`src/hw/rtl/tsdc_pkg.sv`:
```
// Shared types and constants for the tagged scatter unit with duplicate check.
// No dependencies; every other file imports this package.
package tsdc_pkg;

  localparam int DEF_ROWS      = 256;
  localparam int DEF_MAX_WIDTH = 8;

  localparam int TAG_W    = 8;
  localparam int ROWCNT_W = 9;
  localparam int ROWWID_W = 4;
  localparam int RIDX_W   = 33;
  localparam int POS_W    = 3;
  localparam int WORD_W   = 64;
  localparam int STAT_W   = 3;
  localparam int PADDR_W  = 4;
  localparam int PDATA_W  = 32;

  localparam logic [WORD_W-1:0] ALL_ONES = '1;

  typedef enum logic [1:0] {
    CMD_CLEAR  = 2'd0,
    CMD_SOURCE = 2'd1,
    CMD_READ   = 2'd2,
    CMD_FINISH = 2'd3
  } cmd_t;

  localparam logic [STAT_W-1:0] ST_OK       = 3'd0;
  localparam logic [STAT_W-1:0] ST_TOO_BIG  = 3'd1;
  localparam logic [STAT_W-1:0] ST_NEGATIVE = 3'd2;
  localparam logic [STAT_W-1:0] ST_DUP      = 3'd3;
  localparam logic [STAT_W-1:0] ST_IGNORED  = 3'd4;

  localparam logic [1:0] REG_SEL_TAG   = 2'd0;
  localparam logic [1:0] REG_ROW_COUNT = 2'd1;
  localparam logic [1:0] REG_ROW_WIDTH = 2'd2;

  typedef struct packed {
    logic signed [TAG_W-1:0] selected_tag;
    logic [ROWCNT_W-1:0]     row_count;
    logic [ROWWID_W-1:0]     row_width;
  } cfg_t;

endpackage

```
`src/hw/rtl/tsdc_regs.sv`:
```
// APB-style configuration registers: selected tag, row count, row width.
// Depends on tsdc_pkg.
module tsdc_regs (
  input  logic                            clk,
  input  logic                            rst,
  input  logic                            psel,
  input  logic                            penable,
  input  logic                            pwrite,
  input  logic [tsdc_pkg::PADDR_W-1:0]    paddr,
  input  logic [tsdc_pkg::PDATA_W-1:0]    pwdata,
  output logic [tsdc_pkg::PDATA_W-1:0]    prdata,
  output tsdc_pkg::cfg_t                  cfg
);
  import tsdc_pkg::*;

  logic       wr;
  logic [1:0] idx;

  assign wr  = psel && penable && pwrite;
  assign idx = paddr[3:2];

  always_ff @(posedge clk) begin
    if (rst) begin
      cfg.selected_tag <= '0;
      cfg.row_count    <= '0;
      cfg.row_width    <= ROWWID_W'(1);
    end else if (wr) begin
      case (idx)
        REG_SEL_TAG:   cfg.selected_tag <= pwdata[TAG_W-1:0];
        REG_ROW_COUNT: cfg.row_count    <= pwdata[ROWCNT_W-1:0];
        REG_ROW_WIDTH: cfg.row_width    <= pwdata[ROWWID_W-1:0];
        default: ;
      endcase
    end
  end

  always_comb begin
    case (idx)
      REG_SEL_TAG:   prdata = PDATA_W'(cfg.selected_tag);
      REG_ROW_COUNT: prdata = PDATA_W'(cfg.row_count);
      REG_ROW_WIDTH: prdata = PDATA_W'(cfg.row_width);
      default:       prdata = '0;
    endcase
  end

endmodule

```
`config.mk`:
```
export PLATFORM = sky130hd
export DESIGN_NAME = tsdc_regs
export DESIGN_NICKNAME = d
export VERILOG_FILES = /design/src/hw/rtl/tsdc_pkg.sv /design/src/hw/rtl/tsdc_regs.sv
export SDC_FILE = /design/constraint.sdc
export NUM_CORES = 1
export LEC_CHECK = 0
export BUFFER_PORTS_ARGS = -buffer_cell sky130_fd_sc_hd__buf_2
export CAP_MARGIN = 20
export CORE_ASPECT_RATIO = 1.1
export CORE_MARGIN = 3
export CORE_UTILIZATION = 42
export CTS_BUF_LIST = sky130_fd_sc_hd__clkbuf_16
export DETAILED_ROUTE_END_ITERATION = 10
export PLACE_DENSITY = 0.88
export SKIP_LAST_GASP = 1
export SYNTH_ARGS = -nofsm -noshare
export SYNTH_HDL_FRONTEND = slang
export SYNTH_SLANG_ARGS = --single-unit
```
`constraint.sdc`:
```
create_clock -name clk -period 2.4 [get_ports clk]
set_input_delay 0.12 -clock clk [delete_from_list [all_inputs] [get_ports clk]]
set_output_delay 0.12 -clock clk [all_outputs]
set_load 0.005 [all_outputs]
```
==> reports/metrics.yaml <==
design_area_um2: 1480
switching_share: 0.207
netlist_area_um2: 1220
post-route-min-period_ns: 1.71
root_buffer: "clkbuf_16"
initialDrtViolationCount: 18
dp_hpwl_um: 1960
arrival_ns: 1.59
worstHoldPathCells: 3
numCtsBuffers: 3
hold_viol_final: 0
fp.dieW_um: 57.3
synth_nets: 174
placed_area_um2: 1400
synth-edff-count: 0
cp_data_required_time_ns: 2.28
wire_per_inst_um: 12.5
initial_core_util: 0.461
power_leakage_nw: 0.823
rows: 19
report.final.slew_viol_count: 0
outcome: "completed"
r2r_start: "cfg[16]"
wirelength_um: 2600
fin_setup_tns_ns: 0
grt_max_degree: 32
synth_cells: 133
seqPwrFrac: 0.464
synth_top_area_frac: 0.346
slew-limit-headroom: 0.435
worst-path-max-fanout: 23
grtUsageTotal: 0.147
async_flop_share: 0
dieArea_um2: 3580
hp-class: "primary input to flop"
ctsResizeCount: 0
ys_seq_area_frac: 0.346
htreeDepth: 1
reg_top3: "cfg: 21 flops"
pwr-share-comb: 0.088
fmax_mhz: 585
setup_viol: 0
post_cts_buffers: 0
ys.flop_type: "dfxtp_1"
antenna_found_initial: 0
drc: 0
worstReg2RegEnd: "cfg[16]"
area_delta_synth_final_pct: 21.8
grt_pass1_wl_um: 4200
syn_avg_cell_area_um2: 9.14
worst_pin_slew_ns: 0.845
largest_reg_flops: 21
synthTopCellsByCount: "nand2b_1, mux2i_1, buf_4"
pwr-share-clk: 0.448
power_density_nw_per_um2: 519
io_buffers: 68
place_congestion: 0.712
whs_ns: 0.131
placed_cells: 204
critPathKind: "flop to output pin"
clock_latency_ns: 0.25
startpoint_type: "flop"
synth.most_common_cell: "nand2b_1"
rrSetupSlack_ns: 1.74
max_flop_register: "cfg"
finalCritPeriodShare: 0.712
min_to: "cfg[12]"
ff_latch_area_um2: 420
final_cells: 208
p_sw_uw: 159
rsz0062_at_grt: "no"
drv_cap: 0
clock-sinks: 21
ys_top_cells_by_area: "dfxtp_1, mux2i_1, nand2b_1"
p_int_uw: 610
skew_ns: 0
hold_path.startpoint: "pwdata[8]"
fp.coreArea_um2: 2640
fillers: 265
num_vias: 1004
cts_tree: "yes"
die-height_um: 62.4
end_kind: "output pin"
cts_hold_buf: 0
multi_input_area_um2: 594
diodes: 0
rr_worst_depth: 2
yosysUniqueCellTypes: 18
pin_count: 94
via_per_inst: 4.83
ys_ff_latch: 21
drtAntennaViolNets: 0
gr-total-overflow: 0
drive_gt1_frac: 0.418
synth_warnings: 0
clockBufferDepth: 2
fin_nets: 219
yosys.area.top_type: "dfxtp_1"
dr.pass1.iters: 4
ir_worst_vdd_uv: 349
grt_pass1_vias: 928
path_clk_slew_ns: 0.05
cell usage in the layout (no fill, tap or decap), types with 2 or more instances in the layout:
| cell type | n |
|---|---|
| buf_2 | 68 |
| nand2b_1 | 30 |
| mux2i_1 | 28 |
| dfxtp_1 | 21 |
| nand2_1 | 6 |
| nor2_1 | 6 |
| o21ai_0 | 4 |
| clkbuf_16 | 3 |
| a21oi_1 | 2 |
layer usage:
| layer | GRT usage | wire length [µm] | vias to the layer above |
|---|---|---|---|
| met5 | 0 | 0 | - |
| met4 | 0.0522 | 33 | 0 |
| met3 | 0.0331 | 296 | 5 |
| met2 | 0.249 | 1190 | 57 |
| met1 | 0.179 | 1080 | 439 |
| li1 | - | - | 503 |
through the flow:
stage,util,power [mW],setup WS (ns)
after floorplan,-,0.405,0.775
after global placement,0.531,0.431,0.819
after detailed placement,0.531,0.433,0.750
after CTS,0.561,0.773,0.630
after global routing,0.561,0.800,0.432
final,0.561,0.769,0.691
critical path, cell delays in order, from the launching register on:
cell	delay [ns]
dfxtp_1	0.34
nand2b_1	0.10
nor2_1	0.66
buf_2	0.24
how the worst max path moves through the flow:
stage             start    endpoint  slack [ns]  depth (start not counted)
2_1_floorplan  paddr[2]  prdata[10]        0.78                          4
3_3_place_gp   paddr[2]  prdata[30]        0.82                          4
3_5_place_dp   paddr[2]  prdata[10]        0.75                          4
4_1_cts         cfg[20]  prdata[10]        0.63                          3
5_1_grt         cfg[20]  prdata[28]        0.43                          3
6_report        cfg[20]  prdata[22]        0.69                          3
power groups by stage:
stage               logic, mW  clock network (mW)  registers, mW
floorplan              0.0409                   0          0.364
global placement       0.0674                   0          0.364
detailed placement     0.0685                   0          0.364
CTS                    0.0686               0.348          0.357
global route           0.0749               0.368          0.357
finish                 0.0675               0.344          0.357
cell type report:
type,instances,share of cell area
multi-input combinational,83,0.401
clock inverter,1,0.00338
tap,31,0.0262
sequential,21,0.284
clock buffer,3,0.0507
timing repair buffer,69,0.235
cells by family after synthesis:
logic type | synth area share
muxes | 0.230
DFF | 0.346
AOI/OAI and AO/OA | 0.0247
and+or+nand+nor | 0.234
buffers and inverters | 0.166
No activity file was read; power rests on OpenSTA's default activity.
