[src/hw/rtl/tsdc_pkg.sv]
// Shared types and constants for the tagged scatter unit with duplicate check.
// No dependencies; every other file imports this package.
package tsdc_pkg;

  localparam int DEF_ROWS      = 256;
  localparam int DEF_MAX_WIDTH = 8;

  localparam int TAG_W    = 8;
  localparam int ROWCNT_W = 9;
  localparam int ROWWID_W = 4;
  localparam int RIDX_W   = 33;
  localparam int POS_W    = 3;
  localparam int WORD_W   = 64;
  localparam int STAT_W   = 3;
  localparam int PADDR_W  = 4;
  localparam int PDATA_W  = 32;

  localparam logic [WORD_W-1:0] ALL_ONES = '1;

  typedef enum logic [1:0] {
    CMD_CLEAR  = 2'd0,
    CMD_SOURCE = 2'd1,
    CMD_READ   = 2'd2,
    CMD_FINISH = 2'd3
  } cmd_t;

  localparam logic [STAT_W-1:0] ST_OK       = 3'd0;
  localparam logic [STAT_W-1:0] ST_TOO_BIG  = 3'd1;
  localparam logic [STAT_W-1:0] ST_NEGATIVE = 3'd2;
  localparam logic [STAT_W-1:0] ST_DUP      = 3'd3;
  localparam logic [STAT_W-1:0] ST_IGNORED  = 3'd4;

  localparam logic [1:0] REG_SEL_TAG   = 2'd0;
  localparam logic [1:0] REG_ROW_COUNT = 2'd1;
  localparam logic [1:0] REG_ROW_WIDTH = 2'd2;

  typedef struct packed {
    logic signed [TAG_W-1:0] selected_tag;
    logic [ROWCNT_W-1:0]     row_count;
    logic [ROWWID_W-1:0]     row_width;
  } cfg_t;

endpackage

[src/hw/rtl/tsdc_core.sv]
// Check-and-scatter stage: run state, row valid bits, table write-back with
// forwarding, and the result register. Depends on tsdc_pkg.
module tsdc_core #(
  parameter int ROWS      = tsdc_pkg::DEF_ROWS,
  parameter int MAX_WIDTH = tsdc_pkg::DEF_MAX_WIDTH,
  parameter int RW        = (ROWS > 1) ? $clog2(ROWS) : 1,
  parameter int AW        = (ROWS * MAX_WIDTH > 1) ? $clog2(ROWS * MAX_WIDTH) : 1
) (
  input  logic                                 clk,
  input  logic                                 rst,
  input  tsdc_pkg::cfg_t                       cfg,
  input  logic                                 in_valid,
  output logic                                 in_ready,
  input  logic [1:0]                           cmd,
  input  logic signed [tsdc_pkg::TAG_W-1:0]    tag,
  input  logic signed [tsdc_pkg::RIDX_W-1:0]   row_index,
  input  logic [tsdc_pkg::POS_W-1:0]           word_pos,
  input  logic signed [tsdc_pkg::WORD_W-1:0]   id_word,
  output logic                                 out_valid,
  input  logic                                 out_ready,
  output logic [tsdc_pkg::STAT_W-1:0]          status,
  output logic signed [tsdc_pkg::WORD_W-1:0]   read_word,
  output logic                                 unique_flag,
  output logic                                 mem_wr_en,
  output logic [AW-1:0]                        mem_wr_addr,
  output logic [tsdc_pkg::WORD_W-1:0]          mem_wr_data,
  output logic                                 mem_rd_en,
  output logic [AW-1:0]                        mem_rd_addr,
  input  logic [tsdc_pkg::WORD_W-1:0]          mem_rd_data
);
  import tsdc_pkg::*;

  logic                s_valid;
  cmd_t                s_cmd;
  logic [TAG_W-1:0]    s_tag;
  logic [RIDX_W-1:0]   s_ridx;
  logic [POS_W-1:0]    s_pos;
  logic [WORD_W-1:0]   s_word;
  logic                fwd_hit;
  logic [WORD_W-1:0]   fwd_data;

  logic [ROWS-1:0]     row_valid;
  logic [STAT_W-1:0]   sticky;
  logic                item_acc;
  logic [RW-1:0]       cur_row;

  logic                s_go;
  logic                accept;
  logic [RW-1:0]       s_row;
  logic [WORD_W-1:0]   mem_q;
  logic                in_rows;
  logic [ROWWID_W-1:0] wid_eff;
  logic                pos_ok;
  logic [WORD_W-1:0]   first;
  logic [RW-1:0]       wr_row;

  logic [STAT_W-1:0]   res_status;
  logic [WORD_W-1:0]   res_word;
  logic                res_uniq;
  logic [STAT_W-1:0]   sticky_next;
  logic                item_acc_next;
  logic [RW-1:0]       cur_row_next;
  logic                set_valid;
  logic                clr_valid;

  assign s_go     = s_valid && (!out_valid || out_ready);
  assign in_ready = !s_valid || s_go;
  assign accept   = in_valid && in_ready;

  assign mem_rd_en   = accept;
  assign mem_rd_addr = AW'(AW'(row_index[RW-1:0]) * AW'(MAX_WIDTH)
                           + ((cmd == CMD_READ) ? AW'(word_pos) : AW'(0)));

  assign s_row   = s_ridx[RW-1:0];
  assign mem_q   = fwd_hit ? fwd_data : mem_rd_data;
  assign in_rows = !s_ridx[RIDX_W-1]
                   && (s_ridx[31:0] < 32'(cfg.row_count))
                   && (s_ridx[31:0] < 32'(ROWS));
  assign wid_eff = (cfg.row_width == '0) ? ROWWID_W'(1) : cfg.row_width;
  assign pos_ok  = (ROWWID_W'(s_pos) < wid_eff) && (32'(s_pos) < 32'(MAX_WIDTH));
  assign first   = row_valid[s_row] ? mem_q : ALL_ONES;

  assign wr_row      = (s_pos == '0) ? s_row : cur_row;
  assign mem_wr_addr = AW'(AW'(wr_row) * AW'(MAX_WIDTH) + AW'(s_pos));
  assign mem_wr_data = s_word;

  always_comb begin
    res_status    = ST_OK;
    res_word      = '0;
    res_uniq      = 1'b0;
    sticky_next   = sticky;
    item_acc_next = item_acc;
    cur_row_next  = cur_row;
    set_valid     = 1'b0;
    clr_valid     = 1'b0;
    mem_wr_en     = 1'b0;
    case (s_cmd)
      CMD_CLEAR: begin
        clr_valid     = 1'b1;
        sticky_next   = ST_OK;
        item_acc_next = 1'b0;
        cur_row_next  = '0;
      end
      CMD_SOURCE: begin
        if (sticky != ST_OK) begin
          res_status = ST_IGNORED;
        end else if (s_tag != cfg.selected_tag) begin
          if (s_pos == '0) begin
            item_acc_next = 1'b0;
          end
        end else if (s_pos == '0) begin
          item_acc_next = 1'b0;
          if (s_ridx[RIDX_W-1]) begin
            res_status  = ST_NEGATIVE;
            sticky_next = ST_NEGATIVE;
          end else if (!in_rows) begin
            res_status  = ST_TOO_BIG;
            sticky_next = ST_TOO_BIG;
          end else if (first != ALL_ONES) begin
            res_status  = ST_DUP;
            sticky_next = ST_DUP;
          end else begin
            mem_wr_en     = s_valid;
            set_valid     = 1'b1;
            item_acc_next = 1'b1;
            cur_row_next  = s_row;
          end
        end else if (item_acc && pos_ok) begin
          mem_wr_en = s_valid;
        end
      end
      CMD_READ: begin
        res_status = sticky;
        res_word   = (in_rows && pos_ok && row_valid[s_row]) ? mem_q : ALL_ONES;
      end
      CMD_FINISH: begin
        res_status = sticky;
        res_uniq   = (sticky == ST_OK);
      end
      default: ;
    endcase
    if (!s_go) begin
      mem_wr_en = 1'b0;
    end
  end

  always_ff @(posedge clk) begin
    if (rst) begin
      s_valid   <= 1'b0;
      out_valid <= 1'b0;
      row_valid <= '0;
      sticky    <= ST_OK;
      item_acc  <= 1'b0;
      cur_row   <= '0;
      fwd_hit   <= 1'b0;
    end else begin
      if (accept) begin
        s_valid <= 1'b1;
        fwd_hit <= mem_wr_en && (mem_wr_addr == mem_rd_addr);
      end else if (s_go) begin
        s_valid <= 1'b0;
      end
      if (s_go) begin
        out_valid <= 1'b1;
        sticky    <= sticky_next;
        item_acc  <= item_acc_next;
        cur_row   <= cur_row_next;
        if (clr_valid) begin
          row_valid <= '0;
        end else if (set_valid) begin
          row_valid[s_row] <= 1'b1;
        end
      end else if (out_ready) begin
        out_valid <= 1'b0;
      end
    end
  end

  always_ff @(posedge clk) begin
    if (accept) begin
      s_cmd    <= cmd_t'(cmd);
      s_tag    <= tag;
      s_ridx   <= row_index;
      s_pos    <= word_pos;
      s_word   <= id_word;
      fwd_data <= mem_wr_data;
    end
    if (s_go) begin
      status      <= res_status;
      read_word   <= res_word;
      unique_flag <= res_uniq;
    end
  end

endmodule

[config.mk]
export PLATFORM = sky130hd
export DESIGN_NAME = tsdc_core
export DESIGN_NICKNAME = d
export VERILOG_FILES = /design/src/hw/rtl/tsdc_pkg.sv /design/src/hw/rtl/tsdc_core.sv
export SDC_FILE = /design/constraint.sdc
export NUM_CORES = 1
export LEC_CHECK = 0
export ABC_CLOCK_PERIOD_IN_PS = 10000
export BUFFER_PORTS_ARGS = -buffer_cell sky130_fd_sc_hd__buf_2
export CAP_MARGIN = 20
export CORE_ASPECT_RATIO = 1.25
export CORE_MARGIN = 2
export CORE_UTILIZATION = 61
export DETAILED_ROUTE_END_ITERATION = 8
export GPL_ROUTABILITY_DRIVEN = 0
export PLACE_DENSITY_LB_ADDON = 0.1
export SLEW_MARGIN = 20
export SYNTH_ARGS = -nofsm -noshare
export SYNTH_HDL_FRONTEND = slang
export SYNTH_SLANG_ARGS = --single-unit
export TNS_END_PERCENT = 1
[constraint.sdc]
create_clock -name clk -period 10 [get_ports clk]
set_input_delay 1.5 -clock clk [delete_from_list [all_inputs] [get_ports clk]]
set_output_delay 1.5 -clock clk [all_outputs]
set_load 0.02 [all_outputs]
==> results of run 1 <==
metal layers:
| metal | vias up | global-route usage [%] | part of all wire, % |
|---|---|---|---|
| li1 | 7088 | - | - |
| met1 | 7623 | 39.4 | 37 |
| met2 | 777 | 54.6 | 49 |
| met3 | 168 | 8.79 | 10 |
| met4 | 8 | 15.1 | 4.5 |
| met5 | - | 0 | 0.091 |
cells by family (layout without fill, tap and decap cells):
kind of cell	after synthesis	in the layout	synth area share, %
flip-flops	512	512	60.3
multiplexers	159	159	10.4
AO/OA/AOI/OAI	418	418	13.4
AND/OR/NAND/NOR	478	478	10.3
buffers and inverters	149	480	4.10
adder cells (fa/ha/maj)	10	10	0.596
XOR/XNOR	19	19	0.792
other	0	11	0
state kept, by name, summed over array words and instances (netlist names), 2 cells and up:
register,cells
row_valid,256
s_cmd,2
status,3
cur_row,8
s_tag,8
sticky,2
read_word,64
s_pos,3
mem_wr_data,64
s_ridx,33
fwd_data,64
placed cells by master, fill, tap and decap left out, types with 6 or more instances in the layout:
cell type and count:
buf_2 356, dfxtp_1 269, edfxtp_1 242, nand2_1 233, a22o_1 134, o21ai_1 121, mux2i_1 102, nor2_1 98
a21oi_1 78, clkbuf_16 51, mux4_2 47, nand4_1 38, a22oi_1 24, buf_4 20, nand3_1 18, nor2b_1 17
nand2b_1 16, o21ai_0 16, nor3_1 13, inv_1 12, nor4_1 12, diode_2 11, clkinv_2 11, mux2_2 10
xor2_1 10, ha_1 10, xnor2_1 9, o2111ai_1 9, a31oi_1 8, bufinv_16 8, and2_1 7, clkinvlp_4 6
worst paths after layout:
kind                   endpoint  cells after the start  slack, ns
setup reg to reg  read_word[63]                     11       4.80
hold / removal     fwd_data[11]                      0       0.44
setup / recovery      mem_wr_en                     10       3.76
hold reg to reg    fwd_data[11]                      0       0.44
report_power, final:
group / switching (mW) / internal, mW / leakage [nW] / total, mW
combinational: 0.210 / 0.0968 / 3.71 / 0.306
sequential: 0.0341 / 2.26 / 4.53 / 2.29
clock: 0.810 / 1.16 / 0.832 / 1.97
area by class of cell:
class	count	area (sq um)	share of cell area, %
inverters	13	50.0	0.205
multi-input cells	1084	7510	30.7
repair buffers	377	1950	7.98
clock inverters	34	403	1.65
clock buffers	56	1320	5.37
well taps	429	537	2.19
diodes	11	27.5	0.112
flip-flops and latches	512	12700	51.8
stage by stage:
step	hold slack, ns	util (%)	area [sq um]	setup slack [ns]	power (mW)
2_1_floorplan	0.420	-	21000	2.57	2.51
3_3_place_gp	0.424	66.4	22700	4.46	2.63
3_5_place_dp	0.428	66.4	22700	4.37	2.64
4_1_cts	0.445	71.4	24400	3.72	4.58
5_1_grt	0.450	71.4	24500	3.38	4.69
6_report	0.443	71.5	24500	3.76	4.57
==> results_dict.tcl, run 1 <==
set metrics [dict create \
    startpoint "s_ridx[0]" \
    slowest_stage "buf_4" \
    dpl.cell_count 2415 \
    coreArea_sq_mm 0.0342 \
    gr-total-overflow 0 \
    ys_types 61 \
    seq_area_frac_synth_pct 60.3 \
    cp.required_ns 8.50 \
    syn_avg_cell_area_sq_um 12.0 \
    tightest_slew_ns 1.10 \
    crit_fanout 50 \
    cp-end-kind "output port" \
    io_buffer_count 356 \
    numCtsBuffers 49 \
    finalClockSkew_ns 0.0255 \
    syn_area_sq_mm 0.0210 \
    drtAntennaViolNets 0 \
    synthDominantCellAreaShare_pct 34.6 \
    path_cells "buf_4, buf_4, mux4_2, mux2i_1, nand2_1, a41o_1, o32ai_4, nor2_2, o31ai_1, buf_2" \
    critical_path_class "register to output port" \
    vias_per_cell 6.23 \
    wirelength_mm 60.2 \
    max_cap_viol_count 0 \
    grt_pass1_vias 15100 \
    synthTopCellsByArea "edfxtp_1, dfxtp_1, a22o_1" \
    rr_startpoint "s_ridx[0]" \
    cts_resized 0 \
    cpLargestDelayFamily "buffers and inverters" \
    startpoint_type "register" \
    leakage_nw 9.08 \
    cpMostUsedCell "buf_4" \
    worstSkewPairLatency_ns 0.59 \
    hold_viol 0 \
    slew_headroom_pct 26.5 \
    rows 76 \
    ir_drop_uv 153 \
    wl_per_cell_um 23.9 \
    crit_buf_inv 3 \
    drtIter0Drc 1863 \
    synthArstFlopShare_pct 0 \
    synthToLayoutAreaGrowth_pct 16.5 \
    yosys_register_bits 512 \
    crit_arrival_ns 4.74 \
    initial_core_util_pct 61.3 \
    antenna_found_initial 14 \
    nets 2246 \
    max_freq_mhz 160 \
    cts_tree "built" \
    maxSlewViolCount 0 \
    yosysMostFrequentCell "dfxtp_1" \
    holdCritStartpoint "mem_wr_data[11]" \
    ctsLongestPathBuffers 3 \
    cts.root.buffer_cell "clkbuf_16" \
    setup_viol 0 \
    clk_pin_slew_ns 0.06 \
    post_cts_buffers 0 \
    dieHeight_um 211 \
    fin_crit_ns 6.24 \
    die_w_um 170 \
    synth-edff-count 242 \
    drive_above_1_share_pct 26.0 \
    rsz0062_at_grt "false" \
    cpPeakStageDelay_ns 0.78 \
    yosys.area.top_type "edfxtp_1" \
    hold_class "register to register" \
    synth_warnings 0 \
    dr.pass1.iters 7 \
    fin_tns_setup_ns 0 \
    vias 15700 \
    final.fill_count 2475 \
    dominantRegCellSynth "dfxtp_1" \
    status "completed" \
    yosys-top-cells-count "dfxtp_1, edfxtp_1, nand2_1, a22o_1, o21ai_1" \
    period_share_pct 62.4 \
    synth_nets 1954 \
    grtUsageTotal_pct 32.6 \
    dieArea_sq_mm 0.0359 \
    grt_first_pass_wirelength_mm 88.4 \
    top_level_ports 357 \
    place_hpwl_mm 41.8 \
    cts_sinks 512 \
    fin_cells 2516 \
    grt_max_degree 257 \
    ctsHtreeMaxLevel 2 \
    power-per-cell-area_mw_per_mm2 187 \
    drc 0 \
    synth_cells 1745 \
    ctsHoldBuffers 0 \
]
No activity file was read; power rests on OpenSTA's default activity.
==> inputs of run 2 (changes only) <==
- ABC_CLOCK_PERIOD_IN_PS: 10000 -> 6200
- CORE_UTILIZATION: 61 -> 56
- clock period: 10 -> 6.2 ns (I/O delays scaled with it)
==> results_dict.tcl, run 2 (same netlist as run 1, synthesis figures left out) <==
set metrics [dict create \
    r2r_setup_slack_ns 1.57 \
    status "completed" \
    worstSkewPairLatency_ns 0.58 \
    dieHeight_um 221 \
    numCtsBuffers 50 \
    crit_path_end "mem_wr_en" \
    top_usage_layer "met2" \
    startpoint_type "register" \
    setup_viol 0 \
    max_cap_viol_count 0 \
    slew_headroom_pct 28.2 \
    use_met1_pct 36.1 \
    place_hpwl_mm 44.1 \
    synthToLayoutAreaGrowth_pct 16.7 \
    largest_register "row_valid" \
    cts_sinks 512 \
    coreArea_sq_mm 0.0371 \
    dpl.cell_count 2475 \
    maxSlewViolCount 0 \
    fin_cells 2575 \
    post_cts_buffers 0 \
    antenna_found_initial 13 \
    crit_fanout 67 \
    drtAntennaViolNets 0 \
    die_w_um 177 \
    drive_above_1_share_pct 25.8 \
    hold_class "register to register" \
    cp-end-kind "output port" \
    ctsLongestPathBuffers 3 \
    fin_total_pwr_mw 7.24 \
    ctsHoldBuffers 0 \
    grt_max_degree 87 \
    nets 2250 \
    rsz0062_at_grt "false" \
    use_met3_pct 9.12 \
    vias_per_cell 6.01 \
    gr-total-overflow 0 \
    finalClockSkew_ns 0.0160 \
    fin_crit_ns 5.18 \
    startpoint "s_ridx[0]" \
    hold_viol 0 \
    top_level_ports 357 \
    crit_arrival_ns 4.25 \
    dieArea_sq_mm 0.0391 \
    ctsHtreeMaxLevel 2 \
    max_freq_mhz 193 \
    worstReg2RegEnd "read_word[50]" \
    critical_path_class "register to output port" \
    ir_drop_uv 227 \
    io_buffer_count 356 \
    initial_core_util_pct 56.7 \
    met2_usage_pct 51.3 \
    power-per-cell-area_mw_per_mm2 295 \
    grtUsageTotal_pct 30.7 \
    cts_resized 0 \
    most-common-layout-cells "buf_2, dfxtp_1, edfxtp_1" \
    final.fill_count 2880 \
    r2r_cells 11 \
    tightest_slew_ns 1.07 \
    drtIter0Drc 1481 \
    clk_pin_slew_ns 0.07 \
    cts_tree "built" \
    cts.root.buffer_cell "clkbuf_16" \
    layout_commonest_cell "buf_2" \
    cp.required_ns 5.27 \
    wl_per_cell_um 23.9 \
    leakage_nw 9.08 \
    rr_startpoint "s_ridx[1]" \
    period_share_pct 83.6 \
    hold_ws_ns 0.436 \
    grt_pass1_vias 15100 \
    grt_first_pass_wirelength_mm 89.7 \
    drc 0 \
    vias 15500 \
    dr.pass1.iters 6 \
    rows 79 \
    wirelength_mm 61.6 \
    fin_tns_setup_ns 0 \
    largest_register_ffs 256 \
]
==> run 2: changes by cell type in the layout (fill, tap and decap cells not counted), moves of 2 or more <==
| cell | before | now |
|---|---|---|
| clkinv_2 | 11 | 9 |
| inv_4 | 0 | 2 |
| clkinvlp_4 | 6 | 1 |
| buf_12 | 1 | 3 |
| clkinv_4 | 3 | 0 |
| clkbuf_8 | 2 | 7 |
| clkbuf_1 | 3 | 11 |
| bufinv_16 | 8 | 3 |
| diode_2 | 11 | 7 |
==> run 2: how the worst min path moves through the flow <==
stage / start / to / slack, ns / cells past startpoint
floorplan: row_valid[118] / row_valid[118] / 0.42 / 2
CTS: mem_wr_data[42] / fwd_data[42] / 0.44 / 0
global route: mem_wr_data[10] / fwd_data[10] / 0.46 / 0
global placement: mem_wr_data[6] / fwd_data[6] / 0.42 / 0
finish: mem_wr_data[42] / fwd_data[42] / 0.44 / 0
detailed placement: mem_wr_data[10] / fwd_data[10] / 0.43 / 0
==> run 2: cell type report <==
type	instances	area (sq um)	area share, %
diodes	7	17.5	0.0715
clock buffers	71	1440	5.89
clock inverters	22	203	0.827
inverters	13	50.0	0.204
multi-input cells	1084	7510	30.6
flip-flops and latches	512	12700	51.7
well taps	486	608	2.48
repair buffers	380	2000	8.16
==> run 2: metal layers <==
layer | vias to the layer above | wire, um
met3 | 179 | 6210
met1 | 7468 | 22200
met4 | 14 | 3140
li1 | 7102 | -
met5 | - | 83
met2 | 721 | 30000
==> run 2: where the power goes <==
group | internal (mW) | total, mW | switching (mW)
clock network | 1.75 | 3.04 | 1.29
registers | 3.64 | 3.70 | 0.0596
logic | 0.159 | 0.493 | 0.334
total | 5.55 | 7.24 | 1.68
==> run 2: per-stage QoR <==
step / util (%) / cell area [sq um] / worst slack (ns)
after floorplan: - / 21000 / 1.84
final: 66.1 / 24500 / 1.02
after global placement: 61.6 / 22800 / 1.67
after CTS: 66.1 / 24500 / 0.975
after detailed placement: 61.6 / 22800 / 1.59
after global routing: 66.1 / 24500 / 0.754
==> run 2: worst max-delay path: stages (launching register included) <==
cell and delay [ns]:
edfxtp_1 0.73, buf_12 0.46, mux4_2 0.56, a22o_1 0.23
o21ai_0 0.25, o211a_1 0.21, a311oi_1 0.08, o32ai_4 0.38
nor2_2 0.12, o31ai_1 0.35, buf_2 0.27
